<file path="src/design/bounded_indexed_list_engine_defines.svh">
// Assertion helpers for the list engine.
`ifndef BOUNDED_INDEXED_LIST_ENGINE_DEFINES_SVH
`define BOUNDED_INDEXED_LIST_ENGINE_DEFINES_SVH

`ifndef NO_ASSERTIONS
// Same-cycle implication.
`define BLIE_ASSERT_NOW(label, clk, rst, ante, cons) \
  label: assert property (@(posedge clk) disable iff (rst) (ante) |-> (cons)) \
    else $error("list engine check failed");
// Next-cycle implication.
`define BLIE_ASSERT_NEXT(label, clk, rst, ante, cons) \
  label: assert property (@(posedge clk) disable iff (rst) (ante) |=> (cons)) \
    else $error("list engine check failed");
`else
`define BLIE_ASSERT_NOW(label, clk, rst, ante, cons)
`define BLIE_ASSERT_NEXT(label, clk, rst, ante, cons)
`endif

`endif

</file>
<file path="src/design/blie_pkg.sv">
package blie_pkg;

  localparam int ACT_W = 3;
  localparam int POS_W = 8;
  localparam int VAL_W = 32;
  localparam int CNT_W = 9;

  localparam int DEF_LIST_DEPTH = 256;
  localparam int DEF_DATA_WIDTH = 32;

  localparam logic [CNT_W-1:0] MAX_SIZE_RST = 9'd256;
  localparam int CNT_MAX = 511;

  // Action codes
  localparam logic [ACT_W-1:0] ACT_APPEND = 3'd0;
  localparam logic [ACT_W-1:0] ACT_READ   = 3'd1;
  localparam logic [ACT_W-1:0] ACT_UPDATE = 3'd2;
  localparam logic [ACT_W-1:0] ACT_DELETE = 3'd3;
  localparam logic [ACT_W-1:0] ACT_CLEAR  = 3'd4;

  typedef enum logic [2:0] {
    S_IDLE,
    S_EXEC,
    S_DEL_RD,
    S_DEL_WR,
    S_RESP
  } blie_state_t;

  typedef struct packed {
    logic capture;
    logic exec;
    logic del_rd;
    logic del_wr;
    logic load_out;
  } blie_cmd_t;

  typedef struct packed {
    logic del_shift;
    logic del_more;
    logic out_free;
  } blie_stat_t;

endpackage

</file>
<file path="src/design/blie_ctrl.sv">
module blie_ctrl (
  input  logic                clk,
  input  logic                rst,
  input  logic                in_valid,
  output logic                in_ready,
  input  blie_pkg::blie_stat_t stat,
  output blie_pkg::blie_cmd_t  cmd
);

  blie_pkg::blie_state_t state;
  blie_pkg::blie_state_t state_next;

  always_ff @(posedge clk) begin
    if (rst) begin
      state <= blie_pkg::S_IDLE;
    end else begin
      state <= state_next;
    end
  end

  always_comb begin
    state_next = state;
    cmd        = '0;
    in_ready   = 1'b0;
    case (state)
      blie_pkg::S_IDLE: begin
        in_ready    = 1'b1;
        cmd.capture = in_valid;
        if (in_valid) begin
          state_next = blie_pkg::S_EXEC;
        end
      end
      blie_pkg::S_EXEC: begin
        cmd.exec   = 1'b1;
        state_next = stat.del_shift ? blie_pkg::S_DEL_RD : blie_pkg::S_RESP;
      end
      blie_pkg::S_DEL_RD: begin
        cmd.del_rd = 1'b1;
        state_next = blie_pkg::S_DEL_WR;
      end
      blie_pkg::S_DEL_WR: begin
        cmd.del_wr = 1'b1;
        state_next = stat.del_more ? blie_pkg::S_DEL_RD : blie_pkg::S_RESP;
      end
      blie_pkg::S_RESP: begin
        // hold until the output register frees up
        if (stat.out_free) begin
          cmd.load_out = 1'b1;
          in_ready     = 1'b1;
          cmd.capture  = in_valid;
          state_next   = in_valid ? blie_pkg::S_EXEC : blie_pkg::S_IDLE;
        end
      end
      default: begin
        state_next = blie_pkg::S_IDLE;
      end
    endcase
    // refuse items while reset is held
    if (rst) begin
      in_ready = 1'b0;
    end
  end

endmodule

</file>
<file path="config.mk">
export PLATFORM = sky130hd
export DESIGN_NAME = blie_ctrl
export DESIGN_NICKNAME = d
export VERILOG_FILES = /design/src/design/bounded_indexed_list_engine_defines.svh /design/src/design/blie_pkg.sv /design/src/design/blie_ctrl.sv
export SDC_FILE = /design/constraint.sdc
export NUM_CORES = 1
export LEC_CHECK = 0
export BUFFER_PORTS_ARGS = -buffer_cell sky130_fd_sc_hd__buf_4
export CORE_AREA = 2 2 39 41
export DETAILED_ROUTE_END_ITERATION = 7
export DIE_AREA = 0 0 41 43
export PLACE_DENSITY = 0.46
export SLEW_MARGIN = 25
export SYNTH_ARGS = -nofsm -noshare
export SYNTH_HDL_FRONTEND = slang
export SYNTH_SLANG_ARGS = --single-unit
export TNS_END_PERCENT = 10
</file>
<file path="constraint.sdc">
create_clock -name clk -period 1.6 [get_ports clk]
set_input_delay 0.08 -clock clk [delete_from_list [all_inputs] [get_ports clk]]
set_output_delay 0.08 -clock clk [all_outputs]
set_load 0.01 [all_outputs]
</file>
* After elaboration in Yosys (flattened, before gate mapping)
Cells that the tools add are included.
Operators by class: add/sub/neg operators 0, multiply operators 0, divide/modulo/power cells 0, $lt $le $gt $ge 0, equal/unequal tests 6, shifts and indexed selects 0, multiplexer cells 15, bitwise gates (word level) 0, reductions and logical operators 2
Operators by type and width (number):
- 3-bit case mux with 5 select lines | 1
- 3-bit two-way mux | 4
- 1-bit two-way mux | 8
- 3-bit by 2-bit == test with 1-bit output (second input constant) | 2
- 2-bit inequality test (second input constant) | 2
- 1-bit case mux with 2 select lines | 2
- 3-bit by 1-bit == test with 1-bit output (second input constant) | 1
- 3-bit == test (second input constant) | 1
- 3-bit zero test | 1
- 2-bit AND reduction | 1
Storage, ports and cells: register bits after elaboration 3, latch bits 0, bits in writable memories 0, ROM bits 0, word-level logic and storage cells 24, memories kept 0

* Longest topological paths before layout
depth in word-level cells 3, mapped depth 4, depth with buffers taken out 3

* Least setup slack after synthesis
No wires, ideal clock.
path type register to register, from register state[1], to register state[2], data arrival time 1.143 ns, required time 1.499 ns, setup slack 0.356 ns, cell stages (with the launch flop) 5, path buffers 1, cells stage by stage dfxtp_1 -> buf_6 -> mux2_4 -> or4_1 -> o41ai_1
On the way: word-level cells in the longest chain between the ends 3, elaborated cells on any way between the ends 9, those cells by class eq/ne (6); mux (1); reduce/logical (2)
Ends and longest elaborated chain:
- start, declared | RTL line blie_ctrl.sv:10 | blie_pkg::blie_state_t state;
- start signal, assigned | RTL line blie_ctrl.sv:15 | state <= blie_pkg::S_IDLE;
- start signal, assigned | RTL line blie_ctrl.sv:17 | state <= state_next;
- 3-bit == test or 3-bit zero test (tied branches) | RTL line blie_ctrl.sv:25 | case (state)
- 2-bit inequality test (no source line)
- 2-bit AND reduction (no source line)
Parallel ways exist; a longest one is shown, timed or not. A chain may end at the register's enable or synchronous reset.

==> impl_metrics.env <==
export IMPL_cts_tree="done"
export IMPL_worstMarginPinSlew_ns=0.3034
export IMPL_crit_type="reg2out"
export IMPL_power_switching_w=0.00007034
export IMPL_drive_above_1_share_pct=42.11
export IMPL_track_usage_pct=8.008
export IMPL_numCtsBuffers=3
export IMPL_multi_input_area_um2=120.1
export IMPL_num_vias=221
export IMPL_power_density_nw_per_um2=865.8
export IMPL_worstHoldPathCells=2
export IMPL_clkPwrFrac_pct=48.1
export IMPL_core_area_um2=1384
export IMPL_initial_utilization_pct=14.10
export IMPL_fin_crit_sh_pct=76.05
export IMPL_synth_compound_area_share_pct=15.38
export IMPL_finalSetupViolCount=0
export IMPL_synth_nets=29
export IMPL_synthMuxAreaShare_pct=7.692
export IMPL_maxSlewHeadroom_pct=79.25
export IMPL_clk_pin_slew_ns=0.04
export IMPL_status="complete, no violations"
export IMPL_drcViolationCount=0
export IMPL_timing_rr_end="state[2]$_SDFFE_PP0P_"
export IMPL_die_height_um=43
export IMPL_globalplace_congestion=0.6867
export IMPL_worstRegToRegCells=3
export IMPL_cts_sinks=3
export IMPL_synth_top_family_by_area="simple AND/OR/NAND/NOR gates"
export IMPL_end_kind="output port"
export IMPL_slowest_stage="dfxtp_1"
export IMPL_rsz0062_at_grt="false"
export IMPL_crit_chain="buf_4 -> nor2_1 -> and3_1 -> buf_4"
export IMPL_synth_seq_area_share_pct=30.77
export IMPL_syn_to_final_growth_pct=64.10
export IMPL_core_rowCount=14
export IMPL_seq_power_share_pct=31.1
export IMPL_cts_root_buffer="clkbuf_4"
export IMPL_worstHoldStart="rst"
export IMPL_diodes=0
export IMPL_fin_cells=54
export IMPL_clk_latency_ns=0.23
export IMPL_synthAdderAreaFrac_pct=0
export IMPL_drv_cap=0
export IMPL_final_seq_area_um2=60.06
export IMPL_max_freq_ghz=0.8218
export IMPL_worstPathArrival_ns=1.14
export IMPL_swShare_pct=25.37
export IMPL_grt_overflow=0
export IMPL_drt_antenna_violating_nets=0
export IMPL_via_per_inst=4.093
export IMPL_r2r_start="state[1]$_SDFFE_PP0P_"
export IMPL_clock_skew_ns=0.0001266
export IMPL_cpPeakStageDelay_ns=0.31
export IMPL_grt_pass1_vias=207
export IMPL_grt_first_pass_wirelength_um=855
export IMPL_ir_drop_v=0.0003157
export IMPL_min_period_ns=1.217
export IMPL_final_hold_viol_count=0
export IMPL_die_area_um2=1763
export IMPL_p_total_w=0.0002773
export IMPL_cts_resized_gates=0
export IMPL_fill_cells=167
export IMPL_avgSynthCellArea_um2=8.486
export IMPL_internal_power_w=0.0002070
export IMPL_port_buffer_count=11
export IMPL_ys_types=16
export IMPL_rrSetupSlack_ns=0.39
export IMPL_regMostFlops="state"
export IMPL_finalWirelength_um=506
export IMPL_grt_start_max_net_pins=10
export IMPL_fin_tns_setup_ns=0
export IMPL_p_comb_share_pct=20.8
export IMPL_cts_buffer_depth=2
export IMPL_postCtsHoldBufs=0
export IMPL_synth_area_um2=195.2
export IMPL_final_nets=45
export IMPL_p_leak_nw=0.1462
export IMPL_hold_path_class="in2reg"
export IMPL_drt_first_pass_iters=4
export IMPL_antenna_found_initial=0
export IMPL_synth_seq_cells=3
export IMPL_cp_common_cell="buf_4"
export IMPL_io_pins=12
export IMPL_synth_xor_area_share_pct=0
export IMPL_wl_per_cell_um=9.370
export IMPL_fp_dieW_um=41
export IMPL_largest_register_ffs=3
export IMPL_top_regs="state: 3 flops"
export IMPL_hpwl_um=388
export IMPL_cp_data_required_time_ns=1.52
export IMPL_synth_simple_gate_area_share_pct=38.46
export IMPL_htreeDepth=1
export IMPL_crit_fanout=9
export IMPL_worstSetupStartpointType="flip-flop"
export IMPL_synthCells=23
export IMPL_ys_warn_count=0
export IMPL_worstHoldEndpoint="state[1]$_SDFFE_PP0P_"
export IMPL_post_cts_buffers=0
export IMPL_place_inst=50
export IMPL_slew_violations=0
export IMPL_drt_iter0_drc=5
[placed cells by master, fill, tap and decap left out]
| cell type | count |
|---|---|
| buf_4 | 12 |
| nor2_1 | 3 |
| clkbuf_4 | 3 |
| dfxtp_1 | 3 |
| nor3b_1 | 2 |
| nand2b_1 | 2 |
| and3_1 | 2 |
| inv_1 | 1 |
| nor3_1 | 1 |
| nand2_1 | 1 |
| o21ai_0 | 1 |
| nand3b_1 | 1 |
| a211oi_1 | 1 |
| a2111oi_0 | 1 |
| mux2_4 | 1 |
| or4_1 | 1 |
| o41ai_1 | 1 |
| clkbuf_1 | 1 |
[synth_stat cells]
| master | count | share of area [%] |
|---|---|---|
| o21ai_0 | 1 | 2.6 |
| a2111oi_0 | 1 | 4.5 |
| or4_1 | 1 | 3.8 |
| and3_1 | 2 | 6.4 |
| nor3b_1 | 2 | 7.7 |
| dfxtp_1 | 3 | 31 |
| buf_6 | 1 | 5.8 |
| nand3b_1 | 1 | 3.8 |
| inv_1 | 1 | 1.9 |
| nand2_1 | 1 | 1.9 |
| nand2b_1 | 2 | 6.4 |
| a211oi_1 | 1 | 3.8 |
| nor3_1 | 1 | 2.6 |
| nor2_1 | 3 | 5.8 |
| mux2_4 | 1 | 7.7 |
| o41ai_1 | 1 | 4.5 |
[layout make-up]
class	instances	area share, %
multi-input cells	18	37.50
inverters	1	1.172
repair buffers	12	28.13
flip-flops and latches	3	18.75
clock buffers	4	8.203
well taps	16	6.250
[logic make-up after synthesis]
kind of cell           after synthesis
and+or+nand+nor                     13
buffers and inverters                2
AOI/OAI and AO/OA                    4
DFF                                  3
muxes                                1
[per-layer routing]
layer | wire (um) | vias up | share of wire (%) | global-route usage (%)
li1 | - | 114 | - | -
met1 | 242 | 97 | 48 | 8.599
met2 | 223 | 10 | 44 | 9.063
met3 | 40 | 0 | 7.9 | 6.283
met4 | 0 | 0 | 0 | 8.000
met5 | 0 | - | 0 | 0
[power groups by stage]
stage / logic [W] / registers (W) / clock network [W]
3_3_place_gp: 0.0000594 / 0.0000872 / 0
3_5_place_dp: 0.0000584 / 0.0000873 / 0
4_1_cts: 0.0000588 / 0.0000861 / 0.000139
6_report: 0.0000577 / 0.0000862 / 0.000133
2_1_floorplan: 0.0000314 / 0.0000851 / 0
5_1_grt: 0.0000649 / 0.0000873 / 0.000152
[how the worst max path moves through the flow]
| stage | from | end | slack [ns] | cells after the start |
|---|---|---|---|---|
| after floorplan | state[1]$_SDFFE_PP0P_ | state[2]$_SDFFE_PP0P_ | 0.36 | 4 |
| after global placement | state[0]$_SDFFE_PP0P_ | state[2]$_SDFFE_PP0P_ | 0.37 | 3 |
| after detailed placement | state[1]$_SDFFE_PP0P_ | state[2]$_SDFFE_PP0P_ | 0.38 | 3 |
| after CTS | state[1]$_SDFFE_PP0P_ | cmd[0] | 0.37 | 4 |
| after global routing | state[0]$_SDFFE_PP0P_ | cmd[3] | 0.27 | 3 |
| final | state[1]$_SDFFE_PP0P_ | cmd[0] | 0.38 | 4 |
[critical path, delay by kind of cell (launching register included)]
kind / cells / cell delay [ns]
flip-flops: 1 / 0.31
AND/OR/NAND/NOR: 2 / 0.32
buffers and inverters: 2 / 0.27
[per-stage QoR]
step,setup slack (ns),util (%),hold slack (ns),cell area [um^2]
floorplan,0.3556,-,0.1528,195.2
global placement,0.3674,21.25,0.2929,294.0
detailed placement,0.3832,21.25,0.2910,294.0
CTS,0.3701,23.15,0.04022,320.3
global route,0.2669,23.15,0.04049,320.3
finish,0.3831,23.15,0.04495,320.3
(Power assumes the default switching activity.)
